File: src/hw/rtl/srdz_pkg.sv
// Shared constants and types for the stick conditioner
package srdz_pkg;
	localparam int AXIS_FULL_SCALE_DEF = 32767;
	localparam int AXIS_W  = 16;
	localparam int DZ_W    = 15;
	localparam int ROOT_W  = 24;
	localparam int RAD_W   = 48;
	localparam int SREM_W  = 28;
	localparam int Q_W     = 16;
	localparam int DEN_W   = 24;
	localparam int DREM_W  = 25;
	localparam int LANES   = 3;

	typedef struct packed {
		logic signed [AXIS_W-1:0] x;
		logic signed [AXIS_W-1:0] y;
		logic                     act;
	} sqrt_side_t;

	typedef struct packed {
		logic x_neg;
		logic y_neg;
		logic act;
	} div_side_t;
endpackage

File: src/hw/rtl/srdz_sqrt_cell.sv
// One root bit per cell of the magnitude square root chain
module srdz_sqrt_cell (
	input  logic                                  clk,
	input  logic                                  arst_n,
	input  logic                                  en,
	input  logic                                  vld_i,
	input  logic [srdz_pkg::SREM_W-1:0]           rem_i,
	input  logic [srdz_pkg::ROOT_W-1:0]           root_i,
	input  logic [srdz_pkg::RAD_W-1:0]            rad_i,
	input  srdz_pkg::sqrt_side_t                  side_i,
	output logic                                  vld_q,
	output logic [srdz_pkg::SREM_W-1:0]           rem_q,
	output logic [srdz_pkg::ROOT_W-1:0]           root_q,
	output logic [srdz_pkg::RAD_W-1:0]            rad_q,
	output srdz_pkg::sqrt_side_t                  side_q
);
	logic [srdz_pkg::SREM_W-1:0] rem_n;
	logic [srdz_pkg::SREM_W-1:0] trial;
	logic                        take;

	always_comb begin
		rem_n = {rem_i[srdz_pkg::SREM_W-3:0], rad_i[srdz_pkg::RAD_W-1 -: 2]};
		trial = {2'b00, root_i, 2'b01};
		take  = rem_n >= trial;
	end

	always_ff @(posedge clk or negedge arst_n) begin
		if (!arst_n) begin
			vld_q <= 1'b0;
		end else if (en) begin
			vld_q <= vld_i;
		end
	end

	always_ff @(posedge clk) begin
		if (en) begin
			rem_q  <= take ? rem_n - trial : rem_n;
			root_q <= {root_i[srdz_pkg::ROOT_W-2:0], take};
			rad_q  <= {rad_i[srdz_pkg::RAD_W-3:0], 2'b00};
			side_q <= side_i;
		end
	end
endmodule

File: config.mk
export PLATFORM = sky130hd
export DESIGN_NAME = srdz_sqrt_cell
export DESIGN_NICKNAME = d
export VERILOG_FILES = /design/src/hw/rtl/srdz_pkg.sv /design/src/hw/rtl/srdz_sqrt_cell.sv
export SDC_FILE = /design/constraint.sdc
export NUM_CORES = 1
export LEC_CHECK = 0
export ABC_CLOCK_PERIOD_IN_PS = 920
export BUFFER_PORTS_ARGS = -buffer_cell sky130_fd_sc_hd__buf_2
export CAP_MARGIN = 20
export CORE_MARGIN = 1.5
export CORE_UTILIZATION = 48
export DETAILED_ROUTE_END_ITERATION = 10
export GPL_ROUTABILITY_DRIVEN = 0
export PLACE_DENSITY = 0.81
export RECOVER_POWER = 100
export SYNTH_ARGS = -nofsm -noshare
export SYNTH_HDL_FRONTEND = slang
export SYNTH_SLANG_ARGS = --single-unit
File: constraint.sdc
create_clock -name clk -period 0.92 [get_ports clk]
set_clock_uncertainty 0.15 [all_clocks]
set_input_delay 0.138 -clock clk [delete_from_list [all_inputs] [get_ports clk]]
set_output_delay 0.138 -clock clk [all_outputs]
set_load 0.01 [all_outputs]
# Word-level counts from Yosys, hierarchy flattened
# Cells that the tools add are included.
# word_totals
regBits	132
inputBits	137
# op_classes
addsub	1
n_mux	1
magnitude_cmp	1
# op_table
op	n
greater-or-equal comparator 28 x 26 -> 1 bit	1
2-to-1 mux 28 bit	1
subtractor 28 x 26 -> 28 bit	1

# Longest topological paths before layout
# depth
word_depth	2
depth_mapped	11

# Worst setup path before layout
# OpenSTA, ideal clock, no wires.
# synth_timing
path_kind	in2reg
start	input port root_i[15] in the netlist's numbering
end	register rem_q[10] in the netlist's numbering, data pin
setup_ps	260
slack_ps	-1742
n_path_buf	2
arrival_ps	2252
required_time_ps	510
stages	11
cell_sequence	inv_1 ha_1 buf_2 nand4_2 nor4_4 nand4_1 o21ai_2 nor3_2 o21ai_4 buf_8 mux2_4
# synth_via
elab_chain_cells	2
# synth_lines
element	line_no	text
start, declared	srdz_sqrt_cell.sv:8	input logic [srdz_pkg::ROOT_W-1:0] root_i,
greater-or-equal comparator 28 x 26 -> 1 bit	srdz_sqrt_cell.sv:24	take = rem_n >= trial;
2-to-1 mux 28 bit	srdz_sqrt_cell.sv:37	rem_q <= take ? rem_n - trial : rem_n;
end signal, assigned	srdz_sqrt_cell.sv:37	
end, declared	srdz_sqrt_cell.sv:12	output logic [srdz_pkg::SREM_W-1:0] rem_q,
# Every way passes these cells.
# A chain may end at the register's enable or synchronous reset.

# Worst setup path after layout
# layout_timing
start	input port root_i[7] in the netlist's numbering
end	register rem_q[16] in the netlist's numbering, data pin
# layout_via
elab_chain_cells	2
word_cells_on_any_way	3
# layout_lines
element	line_no
subtractor 28 x 26 -> 28 bit / greater-or-equal comparator 28 x 26 -> 1 bit (equally long branches)	srdz_sqrt_cell.sv:37, srdz_sqrt_cell.sv:24
2-to-1 mux 28 bit *	srdz_sqrt_cell.sv:37
# Mark *: on every way between the ends. The rest lies on a longest branch, timed or not.

==> metrics.csv <==
metric;value;unit
status;complete, but fails checks;
violations;negative hold slack, negative setup slack;
fin_cells;1117;
rsz0062_at_grt;true;
drv_cap;0;
fmax;0.420;GHz
hpwl;12900;um
grt_max_degree;52;
numCtsBuffers;17;
syn_area_per_cell;14.3;sq um
crit_fanout;4;
synth_most_common_cell;edfxtp_1;
clk_latency;420;ps
final_antenna_net_count;0;
cts_sinks;132;
fin_hold_ws;-118;ps
drt_pass1_iterations;5;
cp.arrival;2520;ps
yosys.area.top_type;edfxtp_1;
dieHeight;116;um
synthCells;432;
wl_per_cell;23.9;um
ff2ff_setup_slack;-120;ps
synth_commonest_cells;edfxtp_1 (131), inv_1 (33), a21oi_1 (30), ha_1 (26), nand2_1 (19);
hold_path.class;in -> reg;
htreeDepth;4;
num_vias;6344;
first_iter_violations;710;
synth_cell_types;61;
io_buffer_count;266;
area_growth;78.7;%
cts_tree;done;
drive_above_1_share;0.547;
mappedNetlistArea;0.00617;sq mm
setup_ws;-1460;ps
cellPowerDensity;1740;mW/mm^2
static-leakage-power;4.86;nW
maxSlewHeadroom;0.515;
n_antenna_cell;0;
first_global_vias;6205;
core;0.0126;sq mm
die-area;0.0135;sq mm
crit_path_end_kind;flop;
crit_required;1060;ps
worst_pin_slew;728;ps
fillers;507;
via_per_inst;5.68;
finalCritPeriodShare;2.59;
grt_use_total;0.336;
die_w;116;um
ys_ff_latch;132;
path_class;in -> reg;
post-place-cells;955;
path_clk_slew;60;ps
hold_viol_final;24;
io_pins;271;
clockBufferDepth;2;
ys_warn_count;0;
synth_area_leaders;edfxtp_1 (64%), ha_1 (5.3%), mux2_4 (3.9%);
drc;0;
num-nets-final;1095;
synthArstFlopShare;0.00758;
initial_core_util;0.491;
hold_buffers;105;
synth-seq-area-share;0.642;
synth_enable_flop_cells;131;
ir_drop;991;uV
grt_pass1_wl;33200;um
start_kind;primary input;
rows;41;
synth_top_area_frac;0.638;
final_area;0.0110;sq mm
period_needed;2380;ps
finalSetupTns;-101420;ps
grt_antenna_before_repair;0;
wirelength;26700;um
ys.flop_type;edfxtp_1;
slew_violations;0;
cts_root_buffer;clkbuf_16;
place_area;0.00855;sq mm
finalSetupViolations;292;
grt.overflow.total;0;
-- report_power, final --
group          leakage, nW  internal [mW]  total (mW)  switching (mW)
Clock                0.267           3.75        6.60            2.85
Combinational         3.29           2.61        5.05            2.43
Sequential            1.29           7.32        7.54           0.226
Total                 4.86           13.7        19.2            5.51
-- repair_timing --
action | CTS | global route
endpoints found under the setup margin | 162 | 162
resized for setup | 80 | 71
hold endpoints to repair | 129 | 26
setup buffers | 17 | 8
pin swaps | 20 | 29
cloned | 1 | 1
-- placed cells by master (no fill, tap or decap), types with 12 or more instances in the layout --
cell type        n
dlygate4sd3_1  105
nand2_1         17
ha_4            22
xnor2_1         12
nor2_1          14
edfxtp_1       131
buf_6           30
a21oi_1         19
buf_4          106
clkbuf_16       18
mux2_4          25
inv_1           19
buf_2          234
-- layout make-up --
type                    count  area [sq um]  share of cell area
repair buffers            495          3660               0.332
flip-flops and latches    132          3960               0.359
inverters                  33           151              0.0137
clock inverters            14           129              0.0117
multi-input cells         253          2490               0.226
clock buffers              18           429              0.0389
well taps                 172           215              0.0195
-- state kept, by name, indices dropped and copies added, names as in the netlist --
register	flops
rad_q	46
rem_q	28
root_q	24
side_q	33
vld_q	1
-- layer usage --
metal | track usage | share of wire
met1 | 0.332 | 0.32
met2 | 0.608 | 0.51
met3 | 0.106 | 0.093
met4 | 0.215 | 0.080
met5 | 0 | 0
-- kinds of logic (layout without fill, tap and decap cells) --
| family | count (synthesis) | after routing | share of synthesized area |
|---|---|---|---|
| compound gates | 97 | 97 | 0.110 |
| xor+xnor | 21 | 21 | 0.0298 |
| fa+ha+maj | 26 | 26 | 0.0527 |
| buf+inv | 48 | 560 | 0.0349 |
| flops | 132 | 132 | 0.642 |
| mux | 27 | 27 | 0.0586 |
| other cells | 1 | 2 | 0.000608 |
| simple gates | 80 | 80 | 0.0716 |
-- critical path, cell delays in order --
cell	delay [ps]
buf_2	110
inv_1	110
ha_4	230
a21oi_1	240
nor3b_1	310
nand3_1	190
a31oi_1	200
buf_4	170
buf_4	120
nor2_1	40
a211oi_1	400
mux2_4	260
-- per-stage QoR --
step,total power [mW],hold slack [ps],utilization,setup slack [ps]
after floorplan,9.39,-308,-,-1670
after global placement,11.1,-236,0.680,-1810
after detailed placement,11.2,-231,0.680,-1900
after CTS,18.3,-131,0.851,-1320
after global routing,19.8,-125,0.877,-1490
final,19.2,-118,0.877,-1460
-- worst paths after layout --
kind	from	end	cells after the start
max	root_i[7]	rem_q[16]	12
min	rem_i[18]	rem_q[20]	2
max reg2reg	vld_q	vld_q	2
min reg2reg	vld_q	vld_q	2
max in group asynchronous	arst_n	vld_q	3
min in group asynchronous	arst_n	vld_q	3
Power figures use the tool's default switching activity.
