`config.mk`:
```
export PLATFORM = sky130hd
export DESIGN_NAME = srdz_div_cell
export DESIGN_NICKNAME = d
export VERILOG_FILES = /design/src/hw/rtl/srdz_pkg.sv /design/src/hw/rtl/srdz_div_cell.sv
export SDC_FILE = /design/constraint.sdc
export NUM_CORES = 1
export LEC_CHECK = 0
export BUFFER_PORTS_ARGS = -buffer_cell sky130_fd_sc_hd__buf_2
export CORE_AREA = 2 2 195 197
export DETAILED_ROUTE_END_ITERATION = 10
export DIE_AREA = 0 0 197 199
export GPL_TIMING_DRIVEN = 0
export PLACE_DENSITY = 0.7
export SYNTH_ARGS = -nofsm -noshare
export SYNTH_HDL_FRONTEND = slang
export SYNTH_SLANG_ARGS = --single-unit
```
`constraint.sdc`:
```
create_clock -name clk -period 1.1 [get_ports clk]
set_clock_uncertainty 0.1 [all_clocks]
set_input_delay 0.22 -clock clk [delete_from_list [all_inputs] [get_ports clk]]
set_output_delay 0.22 -clock clk [all_outputs]
set_load 0.01 [all_outputs]
```
`src/hw/rtl/srdz_pkg.sv`:
```
// Shared constants and types for the stick conditioner
package srdz_pkg;
	localparam int AXIS_FULL_SCALE_DEF = 32767;
	localparam int AXIS_W  = 16;
	localparam int DZ_W    = 15;
	localparam int ROOT_W  = 24;
	localparam int RAD_W   = 48;
	localparam int SREM_W  = 28;
	localparam int Q_W     = 16;
	localparam int DEN_W   = 24;
	localparam int DREM_W  = 25;
	localparam int LANES   = 3;

	typedef struct packed {
		logic signed [AXIS_W-1:0] x;
		logic signed [AXIS_W-1:0] y;
		logic                     act;
	} sqrt_side_t;

	typedef struct packed {
		logic x_neg;
		logic y_neg;
		logic act;
	} div_side_t;
endpackage

```
`src/hw/rtl/srdz_div_cell.sv`:
```
// One quotient bit per cell for the three division lanes
module srdz_div_cell (
	input  logic                                                 clk,
	input  logic                                                 arst_n,
	input  logic                                                 en,
	input  logic                                                 vld_i,
	input  logic [srdz_pkg::LANES-1:0][srdz_pkg::DREM_W-1:0]     rem_i,
	input  logic [srdz_pkg::LANES-1:0][srdz_pkg::DEN_W-1:0]      den_i,
	input  logic [srdz_pkg::LANES-1:0][srdz_pkg::Q_W-1:0]        num_i,
	input  logic [srdz_pkg::LANES-1:0][srdz_pkg::Q_W-1:0]        quo_i,
	input  srdz_pkg::div_side_t                                  side_i,
	output logic                                                 vld_q,
	output logic [srdz_pkg::LANES-1:0][srdz_pkg::DREM_W-1:0]     rem_q,
	output logic [srdz_pkg::LANES-1:0][srdz_pkg::DEN_W-1:0]      den_q,
	output logic [srdz_pkg::LANES-1:0][srdz_pkg::Q_W-1:0]        num_q,
	output logic [srdz_pkg::LANES-1:0][srdz_pkg::Q_W-1:0]        quo_q,
	output srdz_pkg::div_side_t                                  side_q
);
	logic [srdz_pkg::LANES-1:0][srdz_pkg::DREM_W-1:0] rem_n;
	logic [srdz_pkg::LANES-1:0]                       take;

	always_comb begin
		for (int l = 0; l < srdz_pkg::LANES; l++) begin
			rem_n[l] = {rem_i[l][srdz_pkg::DREM_W-2:0], num_i[l][srdz_pkg::Q_W-1]};
			take[l]  = rem_n[l] >= {1'b0, den_i[l]};
		end
	end

	always_ff @(posedge clk or negedge arst_n) begin
		if (!arst_n) begin
			vld_q <= 1'b0;
		end else if (en) begin
			vld_q <= vld_i;
		end
	end

	always_ff @(posedge clk) begin
		if (en) begin
			for (int l = 0; l < srdz_pkg::LANES; l++) begin
				rem_q[l] <= take[l] ? rem_n[l] - {1'b0, den_i[l]} : rem_n[l];
				quo_q[l] <= {quo_i[l][srdz_pkg::Q_W-2:0], take[l]};
				num_q[l] <= {num_i[l][srdz_pkg::Q_W-2:0], 1'b0};
			end
			den_q  <= den_i;
			side_q <= side_i;
		end
	end
endmodule

```
==> Word level (Yosys, flattened, before mapping) <==
Index checks and enable logic that the tools add are counted.
{ "totals": {"word_cells": 25, "rom_bits": 0, "ramBits": 0, "memories": 0, "latchBits": 0, "inputBits": 250, "ff_bits": 244, "out_inout_bits": 247} }
{ "classes": {"div": 0, "shifts": 0, "add_sub_neg": 3, "multipliers": 0, "magnitude_cmp": 3, "bitwise_logic": 0, "reduce_logical": 0, "mux": 3, "eq_ne": 0} }
{ "ops": {"columns": ["cell", "n"], "rows": [
  ["$ge A25 B24 Y1", 3],
  ["$mux W25", 3],
  ["$sub A25 B24 Y25", 3]
]} }

==> Longest topological paths before layout <==
Gate-level depths: netlist of run 1.
{ "depth": {"word_depth": 2, "ltp_mapped": 12, "ltp_nobuf": 11} }

==> Worst setup path before layout of run 1 <==
No wires, ideal clock.
{ "synth_path": {"path_kind": "input to register", "startpoint": "in num_i[31] (netlist bit)", "endpoint": "reg rem_q[49] (netlist bit), data pin", "cell_stages": 11, "slack_ns": -1.603, "arrival_ns": 2.343, "path_buffers": 0, "cell_sequence": "inv_1 > ha_1 > fa_1 > nor2b_1 > o31a_1 > o31ai_2 > a31oi_1 > a221o_1 > a41oi_2 > a21oi_1 > mux2_4"} }
{ "synth_via": {"elab_chain_len": 2} }
{ "synth_rtl": {"columns": ["item", "line_no", "text"], "rows": [
  ["start: declaration", "srdz_div_cell.sv:9", "input logic [srdz_pkg::LANES-1:0][srdz_pkg::Q_W-1:0] num_i,"],
  ["$sub A25 B24 Y25 or $ge A25 B24 Y1 (tied branches)", "srdz_div_cell.sv:40, srdz_div_cell.sv:25", null],
  ["$mux W25 *", "srdz_div_cell.sv:40", "rem_q[l] <= take[l] ? rem_n[l] - {1'b0, den_i[l]} : rem_n[l];"],
  ["end signal: indexed assignment", "srdz_div_cell.sv:40", null],
  ["end: declaration", "srdz_div_cell.sv:13", "output logic [srdz_pkg::LANES-1:0][srdz_pkg::DREM_W-1:0] rem_q,"]
]} }
Every way passes the cells marked *; elsewhere a longest branch is shown, timed or not.
A chain may end at the register's enable or synchronous reset.

==> Worst setup path after layout of run 1 <==
{ "layout_path": {"startpoint": "in den_i[9] (netlist bit)", "endpoint": "reg rem_q[24] (netlist bit), data pin"} }
{ "layout_via": {"elab_chain_len": 2} }
{ "layout_rtl": {"columns": ["item", "line_no", "text"], "rows": [
  ["start: declaration", "srdz_div_cell.sv:8", "input logic [srdz_pkg::LANES-1:0][srdz_pkg::DEN_W-1:0] den_i,"],
  ["$sub A25 B24 Y25 or $ge A25 B24 Y1 (tied branches)", "srdz_div_cell.sv:40, srdz_div_cell.sv:25", null],
  ["$mux W25 *", "srdz_div_cell.sv:40", null]
]} }
Marked as above.

==> results of run 1 <==
cells by family (layout without fill, tap and decap cells):
group	Yosys count	in the layout	synth area share, %
compound gates	250	250	13.4
xor+xnor	47	47	3.32
fa+ha+maj	75	75	7.75
buf+inv	125	1001	4.12
flops	244	244	59.0
mux	35	35	3.18
other cells	1	6	0.0302
simple gates	243	243	9.22
power by group:
group	total (uW)	internal (uW)	switching (uW)	leakage (uW)
combinational	9030	4570	4460	0.00662
clock	8470	4650	3820	0.000393
sequential	11700	11400	272	0.00239
flip-flops by register name, indices dropped and copies added, names as in the netlist:
register / cells
num_q: 45
quo_q: 48
den_q: 72
vld_q: 1
side_q: 3
rem_q: 75
final cells by class:
| type | instances | area [sq um] |
|---|---|---|
| fill | 2779 | 15100 |
| sequential | 244 | 7320 |
| timing repair buffer | 839 | 6320 |
| multi-input combinational | 653 | 6290 |
| clock buffer | 35 | 727 |
| tap | 474 | 593 |
| inverter | 94 | 440 |
| buffer | 19 | 253 |
| clock inverter | 14 | 80.1 |
| antenna | 3 | 7.51 |
synthesized netlist by cell type (5+ instances only):
cell type and n:
edfxtp_1 243, inv_1 93, a21oi_1 81, nor2_1 76
ha_1 72, nand2_1 67, xnor2_1 31, a21o_1 30
o21ai_0 29, mux2_1 21, o21ai_1 17, nand3_1 16
o21a_1 16, xor2_1 16, nor2b_1 15, buf_2 14
nand4_1 14, clkbuf_1 10, mux2_2 10, nor3_1 10
a31oi_1 9, and3_1 9, nand2b_1 8, o31ai_1 8
and2_1 7, buf_4 6, nor4_1 5, o2111ai_1 5
or3_1 5
routing by layer:
| layer | GRT usage (%) | wire (microns) | up-vias |
|---|---|---|---|
| li1 | - | - | 5495 |
| met1 | 25.6 | 17500 | 5861 |
| met2 | 40.7 | 24500 | 643 |
| met4 | 9.41 | 1820 | 8 |
| met3 | 6.00 | 4060 | 140 |
| met5 | 0 | 50 | - |
how the worst max path moves through the flow:
stage	from	end	slack [ns]	cells after the start
after floorplan	num_i[31]	rem_q[49]	-1.47	11
after global placement	en	vld_q	-3.91	2
after detailed placement	num_i[15]	rem_q[24]	-2.02	12
after CTS	num_i[31]	rem_q[49]	-1.29	12
after global routing	den_i[9]	rem_q[24]	-1.27	13
final	den_i[9]	rem_q[24]	-1.25	13
worst max-delay path: stages:
cell      delay, ns
buf_2          0.09
inv_1          0.05
ha_1           0.29
buf_6          0.16
a21oi_4        0.19
o21ai_2        0.10
a311oi_2       0.24
buf_4          0.17
a31oi_4        0.09
a41oi_2        0.29
a21oi_2        0.13
a31oi_1        0.20
mux2_2         0.35
through the flow:
| stage | total power [uW] | util (%) | hold slack (ns) | setup slack (ns) |
|---|---|---|---|---|
| floorplan | 15600 | - | -0.176 | -1.47 |
| global placement | 18000 | 43.9 | -0.0946 | -3.91 |
| detailed placement | 18100 | 44.1 | -0.101 | -2.02 |
| CTS | 28600 | 57.9 | -0.00448 | -1.29 |
| global route | 30400 | 59.3 | 0.00389 | -1.27 |
| finish | 29200 | 59.3 | -0.00355 | -1.25 |
what timing repair did:
item                                    4_1_cts  5_1_grt
buffers inserted                             76       28
cloned                                       11        0
endpoints found under the setup margin      323      322
resized for setup                           254      123
pin swaps                                   110       56
hold buffers                                244        0
hold endpoints to repair                    246        0
placed cells by master (no fill, tap or decap), types with 29 or more instances in the layout:
cell type and count:
buf_2 450, dlygate4sd3_1 244, edfxtp_1 243, buf_4 80, inv_1 68, nor2_1 56, nand2_1 45, ha_4 44
a21oi_1 40, buf_6 39, a21oi_2 34, a21o_1 30, xnor2_1 29
==> run metrics, run 1 <==
slew margin rel.=about three fifths; synthesized instance count=1020; critical path class=input pin to flip-flop; Placed Cells=1985; clock-pin slew on the worst setup and hold paths=0.06 ns; DRC=0; WP data required=~1.3 ns; DRT Pass-1 Iters=6; Slew Viols, Final=0; NumNets Final=2204; Tightest Pin Transition=0.577 ns; flop2flop setup slack=0.26 ns; Synth async-reset ratio=less than 1%; failing checks=negative hold slack, negative setup slack; CTS Root Cell=clkbuf_16; endpoints failing setup=322; Leak=0.00940 uW; maxcap violations=0; crit start category=input pin; TritonCTS clock tree=done; EDFF count, synth=between 200 and 250; cell taking the most area after synthesis=edfxtp_1; initial drt markers=735; Tcrit/Tclk final=214%; CTS sink cnt=244; Sum Neg Setup Slack=-149.52 ns; Cell Area, Placed=16400 sq um; Final Critical Period=2.35 ns; worst-case reg-to-reg path depth=1; worst hold start=en; # rows=71; FMAX=around 430 MHz; post-route ant nets=0; ranking of synthesized cells by area=edfxtp_1, ha_1, a21oi_1, inv_1, nor2_1; grt total ovfl=0; hold worst-path end=quo_q[32]; CP Max Fanout=9; Avg Synthesized Cell Area=12.2 sq um; Worst Setup Slack, final=-1.25 ns; Die Area=39200 sq um; CP Capture Type=flip-flop; clk buf depth=3; io pins=497; Routed wire per std cell=20.2 microns; share of layout cells above drive strength 1=49.3%; first-pass GRT wire length=between 60 and 70 mm; Max IR drop VDD=0.00113 V; routed via count=roughly 12k; top_reg_cell synth=edfxtp_1; port buffer count=487; synthesis-to-finish area growth=77.6%; CP arrival=2.56 ns; Yosys Warn Count=0; share of the synthesized area in the top cell type=about three fifths; gr usage total=a little under a quarter; largest net degree at the start of global routing=101; DP HPWL=28.7 mm; Finished Cell Area=22000 sq um; final wirelength=47.9 mm; Inserted Clock Buffers=28; initial antenna violation count=7; Hold Path Stages=1; Yosys cell types=71; die height=between 150 and 200 microns; via/cell ratio=5.11; post-synthesis cell area=12400 sq um; Final Wtd Congestion=0.907; number of global-route vias before repair=12.5k; Critical R2R Launch=vld_q; core area=around 37000 sq um; Clk Latency, worst-skew pair=0.56 ns; Seq/Total Area, Yosys=59.0%; RSZ-0062 raised after global routing=true; Starting Density=between 30% and 40%; Fin Hold WS=-0.00355 ns; non-filler cells in the finished layout=2375; Critical R2R Capture=vld_q; H-tree levels=1; flops & latches, synth=244; Hold Crit Class=input pin to flip-flop; chip width=around 200 microns; power per cell area=1320 nW/um^2; endpoints failing hold=1; status=complete, but fails checks
No activity file was read; power rests on OpenSTA's default activity.
==> run 2, diff against run 1 <==
--- a/config.mk
+++ b/config.mk
@@ -10,7 +10,7 @@
 export DETAILED_ROUTE_END_ITERATION = 10
 export DIE_AREA = 0 0 197 199
 export GPL_TIMING_DRIVEN = 0
-export PLACE_DENSITY = 0.7
+export PLACE_DENSITY = 0.72
 export SYNTH_ARGS = -nofsm -noshare
 export SYNTH_HDL_FRONTEND = slang
 export SYNTH_SLANG_ARGS = --single-unit
==> constraint.sdc (replaced) <==
create_clock -name clk -period 1.9 [get_ports clk]
set_clock_uncertainty 0.1 [all_clocks]
set_input_delay 0.38 -clock clk [delete_from_list [all_inputs] [get_ports clk]]
set_output_delay 0.38 -clock clk [all_outputs]
set_load 0.01 [all_outputs]
==> run metrics, run 2 (synthesis gave the netlist of run 1 again) <==
# rows=71; power per cell area=just under 800 nW/um^2; WP data required=about 2.1 ns; most common cell after layout, fill and taps aside=buf_2; slew margin rel.=52.9%; Final Wtd Congestion=approximately 0.91; Max IR drop VDD=0.000734 V; H-tree levels=1; via/cell ratio=a little over 5; largest net degree at the start of global routing=96; CTS Root Cell=clkbuf_16; crit start category=input pin; Tightest Pin Transition=0.707 ns; Hold Crit Class=input pin to flip-flop; initial antenna violation count=4; Worst Setup Slack, final=-0.588 ns; share of layout cells above drive strength 1=51.2%; PnR Total Power=16800 uW; Tcrit/Tclk final=131%; final wirelength=44.8 mm; max FFs per register=75; failing checks=negative setup slack; TritonCTS clock tree=done; routed via count=approximately 12k; Starting Density=between 30 and 40%; post-route ant nets=0; core area=37100 sq um; Crit-path slowest cell=mux2_2; endpoints failing setup=just under 80; first-pass GRT wire length=roughly 64 mm; clk buf depth=3; Leak=approximately 0.009 uW; non-filler cells in the finished layout=2297; DRC=0; die height=199 microns; Slew Viols, Final=0; Cell Area, Placed=16400 sq um; clock-pin slew on the worst setup and hold paths=0.06 ns; NumNets Final=2125; Sum Neg Setup Slack=-24.95 ns; Finished Cell Area=21100 sq um; maxcap violations=0; Placed Cells=roughly 2k; FMAX=about 400 MHz; Reg with most FFs=rem_q; largest registers=rem_q (75), den_q (72), quo_q (48); Inserted Clock Buffers=27; CP Capture Type=flip-flop; CP Cell Sequence=buf_8 -> inv_4 -> ha_4 -> fa_2 -> nor2b_2 -> o31a_1 -> o31ai_4 -> a31oi_4 -> a41oi_2 -> a21oi_2 -> a31oi_1 -> mux2_2; io pins=about 500; CP arrival=2.70 ns; DRT Pass-1 Iters=6; chip width=197 microns; status=complete, but fails checks; critical path class=input pin to flip-flop; CP Max Fanout=2; Clk Latency, worst-skew pair=around 0.55 ns; pre-CTS WS=-1.39 ns; CTS sink cnt=between 200 and 250; flop2flop setup slack=between 1 and 1.5 ns; synthesis-to-finish area growth=69.9%; port buffer count=487; commonest cells after routing, fill and taps aside=buf_2, edfxtp_1, dlygate4sd3_1, buf_4, inv_1; RSZ-0062 raised after global routing=true; Final Critical Period=2.49 ns; Routed wire per std cell=slightly below 20 microns; initial drt markers=668; number of global-route vias before repair=11.8k; Die Area=39200 sq um; endpoints failing hold=0; DP HPWL=29.2 mm; max incr delay on CP=0.36 ns; gr usage total=about a fifth; grt total ovfl=0
run 2: cell count changes in the layout (fill, tap and decap cells not counted), moves of 5 or more:
cell           change
inv_1             -12
buf_6             -12
buf_12             -6
buf_4              +5
inv_2             +11
nand2_1           +10
dlygate4sd3_1     -75
nand2_4            -5
buf_2              +8
o21ai_1            +6
nand2_2            -5
run 2: timing repair:
item	4_1_cts	5_1_grt
gates resized for setup	229	101
gates cloned	9	1
pin swaps	93	78
hold buffers	169	0
setup endpoints to repair	78	78
endpoints found under the hold margin	169	0
buffers inserted	68	28
run 2: report_power, final:
part / switching, uW / leakage, uW / internal, uW
Clock: 2180 / 0.000411 / 2890
Sequential: 155 / 0.00239 / 6610
Combinational: 2460 / 0.00620 / 2470
Total: 4800 / 0.00900 / 12000
run 2: through the flow:
step / utilization [%] / hold slack (ns)
2_1_floorplan: - / -0.0156
3_3_place_gp: 43.9 / 0.0761
3_5_place_dp: 44.1 / 0.0770
4_1_cts: 55.3 / 0.00131
5_1_grt: 56.8 / 0.0176
6_report: 56.8 / 0.0376
run 2: final timing paths:
kind / end / cells past startpoint / from
min in group asynchronous: vld_q / 2 / arst_n
worst max register to register: vld_q / 1 / vld_q
worst max-delay path: rem_q[24] / 12 / num_i[15]
max in group asynchronous: vld_q / 2 / arst_n
worst min register to register: vld_q / 1 / vld_q
worst min-delay path: rem_q[7] / 2 / rem_i[6]
run 2: area by class of cell:
cell class | count | area, sq um
timing repair buffer | 761 | 5480
buffer | 19 | 240
clock buffer | 34 | 702
multi-input combinational | 653 | 6160
sequential | 244 | 7320
inverter | 94 | 440
antenna | 3 | 7.51
tap | 474 | 593
clock inverter | 15 | 136
fill | 2858 | 16100
run 2: layer usage:
layer / vias up / GRT usage [%] / wire length, microns
met3: 121 / 5.10 / 3460
li1: 5343 / - / -
met5: - / 0 / 13
met4: 2 / 7.46 / 1620
met2: 567 / 37.9 / 22900
met1: 5619 / 24.0 / 16800
run 2: critical path, delay by kind of cell:
family	cells	cell delay, ns
compound gates	6	1.42
simple gates	1	0.06
buf+inv	2	0.15
fa+ha+maj	2	0.34
mux	1	0.36
